`config.mk`:
```
export PLATFORM = sky130hd
export DESIGN_NAME = jsonc_comment_stripper
export DESIGN_NICKNAME = d
export VERILOG_FILES = /design/src/sv/jcs_pkg.sv /design/src/sv/jcs_front.sv /design/src/sv/jcs_queue.sv /design/src/sv/jcs_back.sv /design/src/sv/jsonc_comment_stripper.sv
export VERILOG_INCLUDE_DIRS = /design/src /design/src/sv
export SDC_FILE = /design/constraint.sdc
export NUM_CORES = 1
export LEC_CHECK = 0
export ABC_AREA = 1
export BUFFER_PORTS_ARGS = -buffer_cell sky130_fd_sc_hd__buf_2
export CAP_MARGIN = 30
export CORE_MARGIN = 2
export CORE_UTILIZATION = 30
export DETAILED_ROUTE_END_ITERATION = 6
export MAX_ROUTING_LAYER = met4
export PLACE_DENSITY = 0.48
export SYNTH_ARGS = -nofsm -noshare
export SYNTH_HDL_FRONTEND = slang
export SYNTH_SLANG_ARGS = --single-unit
```
`constraint.sdc`:
```
create_clock -name i_clk -period 7.7 [get_ports i_clk]
set_input_delay 2.31 -clock i_clk [delete_from_list [all_inputs] [get_ports i_clk]]
set_output_delay 2.31 -clock i_clk [all_outputs]
set_load 0.01 [all_outputs]
```
`src/sv/assert_macros.svh`:
```
// Assertion macros shared by the stripper RTL.
// Included by files that carry concurrent checks; no other dependencies.
`ifndef ASSERT_MACROS_SVH
`define ASSERT_MACROS_SVH

// Checked on every clock edge outside reset.
`define ASSERT_CLK(label, clk, rst_n, prop, msg) \
    label: assert property (@(posedge clk) disable iff (!rst_n) prop) else $error(msg);

// Checked on every clock edge, reset included.
`define ASSERT_ALWAYS(label, clk, prop, msg) \
    label: assert property (@(posedge clk) prop) else $error(msg);

`endif

```
`src/sv/jcs_pkg.sv`:
```
// Shared types and constants for the JSONC comment stripper.
// No dependencies; imported by every module of the block.
package jcs_pkg;

    localparam int CHAR_W          = 21;
    localparam int QUEUE_DEPTH_DEF = 4;

    localparam logic [CHAR_W-1:0] CH_SLASH  = CHAR_W'(32'h2F);
    localparam logic [CHAR_W-1:0] CH_STAR   = CHAR_W'(32'h2A);
    localparam logic [CHAR_W-1:0] CH_NL     = CHAR_W'(32'h0A);
    localparam logic [CHAR_W-1:0] CH_QUOTE  = CHAR_W'(32'h22);
    localparam logic [CHAR_W-1:0] CH_BSLASH = CHAR_W'(32'h5C);

    // One classified request: an optional held slash, an optional character,
    // and the end-of-text mark. Neither slash nor char means a bare end beat.
    typedef struct packed {
        logic              slash;
        logic              chr_v;
        logic              last;
        logic [CHAR_W-1:0] chr;
    } t_entry;

endpackage

```
`src/sv/jcs_front.sv`:
```
// Front end: scan-mode state machine that classifies each input character.
// Depends on jcs_pkg; feeds jcs_queue.
module jcs_front
    import jcs_pkg::*;
(
    input  logic              i_clk,
    input  logic              i_rst_n,
    input  logic              i_accept,
    input  logic [CHAR_W-1:0] i_char,
    input  logic              i_last,
    output logic              o_push,
    output t_entry            o_entry
);

    localparam logic [2:0] MODE_NORMAL     = 3'd0;
    localparam logic [2:0] MODE_SLASH      = 3'd1;
    localparam logic [2:0] MODE_STRING     = 3'd2;
    localparam logic [2:0] MODE_ESCAPE     = 3'd3;
    localparam logic [2:0] MODE_LINE       = 3'd4;
    localparam logic [2:0] MODE_BLOCK      = 3'd5;
    localparam logic [2:0] MODE_BLOCK_STAR = 3'd6;

    logic [2:0] r_mode;
    logic [2:0] n_mode;
    logic       w_slash;
    logic       w_chr_v;

    always_comb begin
        n_mode  = r_mode;
        w_slash = 1'b0;
        w_chr_v = 1'b0;
        unique case (r_mode)
            MODE_SLASH: begin
                n_mode = MODE_NORMAL;
                if (i_char == CH_SLASH) begin
                    n_mode = MODE_LINE;
                end else if (i_char == CH_STAR) begin
                    n_mode = MODE_BLOCK;
                end else begin
                    // held slash goes out, then the char as normal text
                    w_slash = 1'b1;
                    w_chr_v = 1'b1;
                    if (i_char == CH_QUOTE) begin
                        n_mode = MODE_STRING;
                    end
                end
            end
            MODE_STRING: begin
                w_chr_v = 1'b1;
                if (i_char == CH_BSLASH) begin
                    n_mode = MODE_ESCAPE;
                end else if (i_char == CH_QUOTE) begin
                    n_mode = MODE_NORMAL;
                end
            end
            MODE_ESCAPE: begin
                n_mode  = MODE_STRING;
                w_chr_v = 1'b1;
            end
            MODE_LINE: begin
                if (i_char == CH_NL) begin
                    n_mode  = MODE_NORMAL;
                    w_chr_v = 1'b1;
                end
            end
            MODE_BLOCK: begin
                if (i_char == CH_STAR) begin
                    n_mode = MODE_BLOCK_STAR;
                end
            end
            MODE_BLOCK_STAR: begin
                if (i_char == CH_SLASH) begin
                    n_mode = MODE_NORMAL;
                end else if (i_char != CH_STAR) begin
                    n_mode = MODE_BLOCK;
                end
            end
            default: begin
                n_mode = MODE_NORMAL;
                if (i_char == CH_SLASH) begin
                    if (i_last) begin
                        w_chr_v = 1'b1;
                    end else begin
                        n_mode = MODE_SLASH;
                    end
                end else begin
                    w_chr_v = 1'b1;
                    if (i_char == CH_QUOTE) begin
                        n_mode = MODE_STRING;
                    end
                end
            end
        endcase
        if (i_last) begin
            n_mode = MODE_NORMAL;
        end
    end

    always_ff @(posedge i_clk) begin
        if (!i_rst_n) begin
            r_mode <= MODE_NORMAL;
        end else if (i_accept) begin
            r_mode <= n_mode;
        end
    end

    // Items that produce nothing and do not end the text are dropped here.
    assign o_push        = i_accept && (w_chr_v || w_slash || i_last);
    assign o_entry.slash = w_slash;
    assign o_entry.chr_v = w_chr_v;
    assign o_entry.last  = i_last;
    assign o_entry.chr   = i_char;

endmodule

```
`src/sv/jcs_queue.sv`:
```
// Short request queue between the front and back ends.
// Depends on jcs_pkg for the entry type.
module jcs_queue
    import jcs_pkg::*;
#(
    parameter int DEPTH = QUEUE_DEPTH_DEF
) (
    input  logic   i_clk,
    input  logic   i_rst_n,
    input  logic   i_push,
    input  t_entry i_wr,
    input  logic   i_pop,
    output logic   o_full,
    output logic   o_valid,
    output t_entry o_rd
);

    localparam int IDX_W = (DEPTH > 1) ? $clog2(DEPTH) : 1;
    localparam int CNT_W = $clog2(DEPTH + 1);

    t_entry             r_mem [DEPTH];
    logic [IDX_W-1:0]   r_head;
    logic [IDX_W-1:0]   r_tail;
    logic [CNT_W-1:0]   r_count;
    logic               w_do_push;
    logic               w_do_pop;

    function automatic logic [IDX_W-1:0] f_next(input logic [IDX_W-1:0] ptr);
        logic [IDX_W-1:0] nxt;
        if (ptr == IDX_W'(DEPTH - 1)) begin
            nxt = '0;
        end else begin
            nxt = ptr + 1'b1;
        end
        return nxt;
    endfunction

    assign o_full    = (r_count == CNT_W'(DEPTH));
    assign o_valid   = (r_count != '0);
    assign o_rd      = r_mem[r_head];
    assign w_do_push = i_push && !o_full;
    assign w_do_pop  = i_pop && o_valid;

    always_ff @(posedge i_clk) begin
        if (w_do_push) begin
            r_mem[r_tail] <= i_wr;
        end
    end

    always_ff @(posedge i_clk) begin
        if (!i_rst_n) begin
            r_head  <= '0;
            r_tail  <= '0;
            r_count <= '0;
        end else begin
            if (w_do_push) begin
                r_tail <= f_next(r_tail);
            end
            if (w_do_pop) begin
                r_head <= f_next(r_head);
            end
            if (w_do_push && !w_do_pop) begin
                r_count <= r_count + 1'b1;
            end else if (w_do_pop && !w_do_push) begin
                r_count <= r_count - 1'b1;
            end
        end
    end

endmodule

```
`src/sv/jcs_back.sv`:
```
// Back end: expands queued requests into result beats and holds the
// output register. Depends on jcs_pkg; drains jcs_queue.
module jcs_back
    import jcs_pkg::*;
(
    input  logic              i_clk,
    input  logic              i_rst_n,
    input  logic              i_q_valid,
    input  t_entry            i_q_entry,
    output logic              o_q_pop,
    input  logic              i_pop,
    output logic              o_empty,
    output logic [CHAR_W-1:0] o_char_out,
    output logic              o_char_valid,
    output logic              o_end_of_text
);

    logic              r_full;
    logic              r_phase;   // slash beat of the head request already sent
    logic [CHAR_W-1:0] r_char;
    logic              r_valid;
    logic              r_eot;
    logic              w_load;
    logic              w_slash_beat;
    logic [CHAR_W-1:0] n_char;
    logic              n_valid;
    logic              n_eot;

    always_comb begin
        w_load       = (!r_full || i_pop) && i_q_valid;
        w_slash_beat = i_q_entry.slash && !r_phase;
        o_q_pop      = w_load && !(w_slash_beat && i_q_entry.chr_v);
        if (w_slash_beat) begin
            n_char  = CH_SLASH;
            n_valid = 1'b1;
            n_eot   = i_q_entry.last && !i_q_entry.chr_v;
        end else begin
            n_char  = i_q_entry.chr_v ? i_q_entry.chr : '0;
            n_valid = i_q_entry.chr_v;
            n_eot   = i_q_entry.last;
        end
    end

    always_ff @(posedge i_clk) begin
        if (!i_rst_n) begin
            r_full  <= 1'b0;
            r_phase <= 1'b0;
        end else begin
            if (w_load) begin
                r_full  <= 1'b1;
                r_phase <= !o_q_pop;
            end else if (i_pop) begin
                r_full <= 1'b0;
            end
        end
    end

    always_ff @(posedge i_clk) begin
        if (w_load) begin
            r_char  <= n_char;
            r_valid <= n_valid;
            r_eot   <= n_eot;
        end
    end

    assign o_empty       = !r_full;
    assign o_char_out    = r_char;
    assign o_char_valid  = r_valid;
    assign o_end_of_text = r_eot;

endmodule

```
`src/sv/jsonc_comment_stripper.sv`:
```
// JSONC comment stripper, top level. Built from jcs_front, jcs_queue and
// jcs_back; uses jcs_pkg and assert_macros.svh.
//
// Takes one code point per request and removes // line comments and
// /* */ block comments, passing string literals (with backslash escapes)
// through untouched. The newline ending a line comment is kept. A slash
// outside a string is held until the next character shows whether it opens
// a comment; if not, the slash and that character come out as two results.
// An unterminated block comment swallows the rest of the text. The request
// marked last closes the text: a held slash is flushed, the final result
// carries end_of_text, and if the last request produced no character a
// single result with char_valid low and char_out zero is returned. The
// scanner then starts over for the next text.
// Rate: one input request per cycle while full is low, no bubbles; the
// front end classifies combinationally and pushes into a QUEUE_DEPTH-entry
// queue. The back end sends one result per cycle while results are popped,
// so a request that flushes a held slash yields two results; full only
// rises when such pairs or a stalled pop back the queue up. An accepted
// request passes the queue, then the output register, on to the ports.
// Results sit in an output register, so input is taken while a result waits.
// Reset is synchronous and clears all control state.
`include "assert_macros.svh"

module jsonc_comment_stripper
    import jcs_pkg::*;
#(
    parameter int QUEUE_DEPTH = QUEUE_DEPTH_DEF
) (
    input  logic              i_clk,
    input  logic              i_rst_n,
    // input side
    input  logic              push,
    output logic              full,
    input  logic [CHAR_W-1:0] i_char_in,
    input  logic              i_last_in,
    // result side
    output logic              empty,
    input  logic              pop,
    output logic [CHAR_W-1:0] o_char_out,
    output logic              o_char_valid,
    output logic              o_end_of_text
);

    logic   w_accept;
    logic   q_push;
    t_entry q_wr;
    logic   q_full;
    logic   q_valid;
    t_entry q_rd;
    logic   q_pop;

    assign w_accept = push && !q_full;
    assign full     = q_full;

    // Front: mode tracking and classification of each character
    jcs_front u_front (
        .i_clk    (i_clk),
        .i_rst_n  (i_rst_n),
        .i_accept (w_accept),
        .i_char   (i_char_in),
        .i_last   (i_last_in),
        .o_push   (q_push),
        .o_entry  (q_wr)
    );

    // Decoupling queue; lets the back end send both results of a slash pair
    jcs_queue #(
        .DEPTH (QUEUE_DEPTH)
    ) u_queue (
        .i_clk   (i_clk),
        .i_rst_n (i_rst_n),
        .i_push  (q_push),
        .i_wr    (q_wr),
        .i_pop   (q_pop),
        .o_full  (q_full),
        .o_valid (q_valid),
        .o_rd    (q_rd)
    );

    // Back: beat expansion and output register
    jcs_back u_back (
        .i_clk         (i_clk),
        .i_rst_n       (i_rst_n),
        .i_q_valid     (q_valid),
        .i_q_entry     (q_rd),
        .o_q_pop       (q_pop),
        .i_pop         (pop),
        .o_empty       (empty),
        .o_char_out    (o_char_out),
        .o_char_valid  (o_char_valid),
        .o_end_of_text (o_end_of_text)
    );

    // Checks
    `ASSERT_CLK(a_deq_nonempty, i_clk, i_rst_n,
        q_pop |-> q_valid, "dequeue from empty queue")
    `ASSERT_CLK(a_slash_has_char, i_clk, i_rst_n,
        (q_push && q_wr.slash) |-> q_wr.chr_v, "flushed slash without following char")
    `ASSERT_CLK(a_blank_is_zero, i_clk, i_rst_n,
        (!empty && !o_char_valid) |-> (o_char_out == '0), "blank result carries nonzero char")
    `ASSERT_ALWAYS(a_empty_after_rst, i_clk,
        $past(!i_rst_n) |-> empty, "result pending right after reset")

endmodule
```
* Yosys cells after proc, flatten, opt, wreduce, memory -nomap -nowiden
Memory sizes are Yosys's and may differ from the RTL's. A register that Yosys moved wholly into a read port is not among the register bits.
Index checks and enable logic that the tools add are counted.
** Word-level totals
- Bits in registers :: 35
- Bits in latches :: 0
- Bits in writable memories :: 96
- Memory bits (read-only) :: 0
- Bits of input ports :: 26
- Output and inout bits :: 25
- Word-level logic and storage cells :: 95
- Memories :: 1
** Operators by class
- Add/sub/neg operators :: 4
- $mul :: 0
- Div/mod/pow operators :: 0
- $lt $le $gt $ge :: 0
- Equal/unequal tests :: 19
- Shifts and indexed selects :: 0
- Mux-type cells :: 31
- Bitwise gates (word level) :: 1
- Reduce and logical (&&, ||, !) cells :: 29
** Memories
- u_queue.r_mem :: depth 4, bits a word 24, read ports 1, clocked after memory_dff 1, write ports 1, RTL line jcs_queue.sv:21 : t_entry r_mem [DEPTH];
** Operators by type and width (count)
- $eq 21x6->1 const B :: 3
- $mux 3 :: 11
- $eq 21x4->1 const B :: 1
- $eq 21x7->1 const B :: 1
- $ne 21x6->1 const B :: 1
- $pmux 3 s6 :: 1
- $eq 3x3->1 const B :: 4
- $mux 2 :: 6
- $logic_and 1x1->1 :: 11
- $mux 1 :: 11
- $logic_not 1->1 :: 8
- $ne 4x2->1 const B :: 2
- $eq 3x2->1 const B :: 2
- $mux 6 :: 1
- $ne 3x2->1 const B :: 2
- $reduce_or 2->1 :: 3
- $reduce_and 5->1 :: 1
- $add 2x1->2 const B :: 2
- $eq 2x2->1 const B :: 2
- $pmux 1 s4 :: 1
- $reduce_bool 2->1 :: 2
- $add 3x1->3 const B :: 1
- $eq 3x1->1 const B :: 1
- $logic_or 1x1->1 :: 3
- 3 further kinds :: 3

* Logic depth before layout (Yosys ltp)
- Depth after elaboration :: 12
- Mapped depth :: 18
- Mapped depth without buffers :: 18

* By module
Synthesis repeated with hierarchy kept, for this count alone.
** Unflattened totals
- Cell total of the unflattened synthesis :: 535
- Area, all modules :: 6024.5 um^2
** Modules (own cells, without submodules)
- jcs_queue :: times used 1, cells an instance 303, area each 4222.8 um^2, seq. area each 3062.9 um^2
- jcs_back :: times used 1, cells an instance 86, area each 1014.7 um^2, seq. area each 730.7 um^2
- jcs_front :: times used 1, cells an instance 144, area each 777.0 um^2, seq. area each 60.1 um^2
- jsonc_comment_stripper :: times used 1, cells an instance 2, area each 10.0 um^2, seq. area each 0.0 um^2

* Worst setup path after synthesis
Ideal clock, no wire load.
- Path kind :: input to register
- From :: in pop
- To :: reg u_queue.r_count[1]
- Setup time :: 0.120 ns
- Data arrival time :: 4.949 ns
- Required time :: 7.580 ns
- Slack :: 2.631 ns
- Stages on the path :: 8
- Buffers on the path :: 0
- Path through :: nor2_1 > a31oi_1 > nand2_1 > ha_1 > inv_1 > fa_1 > o21ai_0 > a21oi_1
** Between the ends
- Longest elaborated chain between the ends :: 7
- Elaborated cells between the ends (all ways) :: 9
- Classes of those cells :: mux (1); reduce/logical (8)
** Ends and longest elaborated chain
- from (decl) :: RTL line jsonc_comment_stripper.sv:38 : input logic pop,
- $logic_or 1x1->1 (*) :: RTL line jcs_back.sv:30 : w_load = (!r_full || i_pop) && i_q_valid;
- $logic_and 1x1->1 (*) :: RTL line jcs_back.sv:30
- via u_back.w_load :: RTL line jcs_back.sv:23 : logic w_load;
- $logic_and 1x1->1 (*) :: RTL line jcs_back.sv:32 : o_q_pop = w_load && !(w_slash_beat && i_q_entry.chr_v);
- $logic_and 1x1->1 (*) :: RTL line jcs_queue.sv:42 : assign w_do_pop = i_pop && o_valid;
- $logic_not 1->1 :: RTL line jcs_queue.sv:62 : if (w_do_push && !w_do_pop) begin
- $logic_and 1x1->1 :: RTL line jcs_queue.sv:62
- $mux 3 / $reduce_bool 2->1 (equally long branches)
- to (signal assigned) :: RTL line jcs_queue.sv:63 : r_count <= r_count + 1'b1;
- to (signal assigned) :: RTL line jcs_queue.sv:65 : r_count <= r_count - 1'b1;
- to (decl) :: RTL line jcs_queue.sv:24 : logic [CNT_W-1:0] r_count;
The timed path passes the listed nets; every way through them passes the cells marked *.
A chain may end at the register's enable or synchronous reset.

* Worst setup path after layout
- From :: in i_char_in[15]
- To :: reg u_queue.r_count[2]
** Between the ends
- Longest elaborated chain between the ends :: 11
- Elaborated cells between the ends (all ways) :: 18
- Classes of those cells :: eq/ne (3); mux (7); reduce/logical (8)
** Ends and longest elaborated chain
- from (decl) :: RTL line jsonc_comment_stripper.sv:34 : input logic [CHAR_W-1:0] i_char_in,
- $eq 21x6->1 :: RTL line jcs_front.sv:37 : end else if (i_char == CH_STAR) begin
- $mux 1 :: RTL line jcs_front.sv:37
- $mux 1 :: RTL line jcs_front.sv:35 : if (i_char == CH_SLASH) begin
- $pmux 1 s4 / $mux 1 (equally long branches) :: RTL line jcs_front.sv:32 : unique case (r_mode)
- $logic_or 1x1->1 (*) (2 in a row) :: RTL line jcs_front.sv:108 : assign o_push = i_accept && (w_chr_v || w_slash || i_last);
- $logic_and 1x1->1 (*) :: RTL line jcs_front.sv:108
- $logic_and 1x1->1 (*) :: RTL line jcs_queue.sv:41 : assign w_do_push = i_push && !o_full;
- via u_queue.w_do_push :: RTL line jcs_queue.sv:25 : logic w_do_push;
- $logic_not 1->1 :: RTL line jcs_queue.sv:64 : end else if (w_do_pop && !w_do_push) begin
- $logic_and 1x1->1 :: RTL line jcs_queue.sv:64
- $reduce_bool 2->1 (no line)
Marks and branches as above.

==> results.cfg <==
[logic_synthesis]
ys_seq_elements = 133
synthFlopType = edfxtp_1
avgSynthCellArea_um2 = 11.1
synth_area_leader_cell = edfxtp_1
synthesis.area_um2 = 5640
synth-edff-count = 119
synth_nets = 539
ys_warn_count = 0
ys_top_cells_by_count = 119 x edfxtp_1, 119 x nor2_1, 49 x nand2_1
yosysTopAreaCellShare_pct = 63.4
ys_seq_area_share_pct = 68.3
yosysUniqueCellTypes = 34
synth_area_leaders = edfxtp_1 63%, nor2_1 7.9%, dfxtp_1 5.0%
async_reset_ff_share_pct = 0
netlist_instances = 506

[grt]
grt_start_max_net_pins = 55
grt_remaining_overflow = 0
grt_pass1_vias = 3639
grt_pass1_wl_um = 20000
antenna_found_initial = 1
met2_usage_pct = 22.1
busiest_layer = met2
grt_usage_pct = 13.8
grt_use_met1_pct = 16.7
use_met3_pct = 3.80

[cells_and_area]
area_delta_synth_final_pct = 19.7
postLayoutCellArea_um2 = 6750
nets = 593
drive_gt1_share_pct = 21.3

[route]
vias = 3750
antenna_left = 0
drtIter0Drc = 332
avgRoutedWirePerCell_um = 15.4
drc = 0
firstDrtPassIters = 5
wirelength_um = 12500
viasPerCell = 4.64

[power_and_ir_drop]
totalPowerFinal_uw = 2570
p_comb_share_pct = 29.8
p_sw_share_pct = 34.4
peakVddDrop_mv = 0.152
power_density_nw_per_um2 = 381
p_int_uw = 1690
switchingPower_uw = 884
clockPowerShare_pct = 30.5
pwr-share-seq_pct = 39.7
p_leak_uw = 0.00253

[timing]
skew_ns = 0.00949
finalSetupTns_ns = 0
worst_pin_slew_ns = 0.934
max_slew_margin_pct = 37.6
whs_ns = 0.509
rsz0062_at_grt = no
period_share_pct = 57.7
min_period_ns = 4.44
setup_violations = 0
hold_viol = 0
fmax_mhz = 225
slew_violations = 0

[cts]
tritoncts = done
clock_path_buffers = 2
htreeDepth = 4
clkLatencyLatePin_ns = 0.42
cts-resized-gates = 0
cts_buffers = 17
clk_pin_slew_ns = 0.06
cts-root-buf = clkbuf_16
postCtsHoldBufs = 0
cts_sinks = 133
post_cts_buffers = 0

[placement]
gp_congestion = 0.783
dpl_cell_area_um2 = 6160
io_buffers = 50
dp_hpwl_um = 7450

[setup_path]
cp.arrival_ns = 4.74
startpoint_type = input port
cp-end-kind = register
path_cells = buf_2 > nor2_1 > nand2_1 > nor2_2 > nand3_1 > nand3_2 > nand4_2 > nand2_4 > inv_2 > ha_1 > inv_1 > fa_1 > nor2_1 > nor2_1 > nand2_1 > o21ai_0 > a21oi_1
required_ns = 8.00
criticalPathCategory = in2reg
path_delay_family = simple AND/OR/NAND/NOR gates
cp_slowest_stage_delay_ns = 0.38
path_max_fanout = 11
path_common_cell = nor2_1
slowest_stage = nor2_2
crit_buf_inv = 3

[job]
max_cap_violations = 0

[floorplan]
dieArea_um2 = 19900
core_area_um2 = 18600
std_cell_rows = 50
die_w_um = 141
die_h_um = 141
boundaryPins = 51
start_util_pct = 30.4

[run_status]
status = complete, no violations

[min_path]
holdCritPathClass = reg2reg
worst reg2reg max path: stages, from the launching register on:
cell,delay [ns]
dfxtp_2,0.30
buf_4,0.29
inv_4,0.48
o21ai_1,0.17
o22ai_4,0.31
nand2_1,0.15
nand2_1,0.18
ha_1,0.17
inv_1,0.07
fa_1,0.44
nor2_1,0.11
nor2_1,0.04
nand2_1,0.07
o21ai_0,0.08
a21oi_1,0.12
flip-flops by register name, summed over array words and instances (netlist names), named ones only:
signal	count
u_queue.r_mem	96
u_back.o_char_out	21
u_front.r_mode	3
u_queue.r_count	3
u_queue.r_head	2
u_queue.r_tail	2
u_back.o_char_valid	1
u_back.o_end_of_text	1
u_back.r_full	1
u_back.r_phase	1
cells by family (layout without fill, tap and decap cells):
kind of cell    count (synthesis)  after routing  synth area share (%)
flops                         133            133                  68.3
buf+inv                        59            126                  4.42
fa+ha+maj                       7              7                  1.69
other cells                     0              1                     0
simple gates                  224            224                  17.9
compound gates                 83             83                  7.70
cell usage in the layout, fill, tap and decap left out, drive strengths merged, types with 4 or more instances in the layout:
cell type,n
nand4,8
dfxtp,14
buf,54
o21ai,53
clkinvlp,4
a21oi,26
nor2,129
nand2,55
inv,42
clkinv,7
ha,6
clkbuf,17
edfxtp,119
nand3,26
nor3,4
per-stage QoR:
stage | util [%] | setup slack [ns] | instances
after floorplan | - | 2.63 | 506
after global placement | 33.2 | 2.92 | 775
after detailed placement | 33.2 | 2.83 | 775
after CTS | 36.3 | 3.28 | 807
after global routing | 36.3 | 2.95 | 808
final | 36.3 | 3.26 | 808
power by group through the flow:
| stage | logic (µW) | registers [µW] | clock network, µW |
|---|---|---|---|
| 6_report | 765 | 1020 | 785 |
| 5_1_grt | 876 | 1030 | 841 |
| 4_1_cts | 780 | 1020 | 802 |
| 3_5_place_dp | 777 | 1040 | 0 |
| 3_3_place_gp | 763 | 1040 | 0 |
| 2_1_floorplan | 466 | 1070 | 0 |
final timing paths:
path | from | endpoint | slack, ns | depth (start not counted)
worst max-delay path | i_char_in[15] | u_queue.r_count[2] | 3.26 | 17
worst min-delay path | u_queue.r_head[1] | u_queue.r_head[1] | 0.51 | 2
worst max register to register | register | u_queue.r_count[2] | 4.64 | 14
worst min register to register | u_queue.r_head[1] | u_queue.r_head[1] | 0.51 | 2
final cells by class:
| class | count | area (µm²) |
|---|---|---|
| diodes | 1 | 2.50 |
| clock buffers | 17 | 425 |
| clock inverters | 15 | 158 |
| fillers | 1807 | 11800 |
| inverters | 40 | 153 |
| multi-input cells | 314 | 1580 |
| flip-flops and latches | 133 | 3850 |
| well taps | 234 | 293 |
| repair buffers | 54 | 280 |
layer usage:
| metal | up-vias | wire length, µm | part of all wire [%] |
|---|---|---|---|
| met3 | 16 | 486 | 3.9 |
| met4 | 0 | 222 | 1.8 |
| li1 | 1853 | - | - |
| met2 | 75 | 6050 | 49 |
| met5 | - | 0 | 0 |
| met1 | 1806 | 5720 | 46 |
Power figures use the tool's default switching activity.
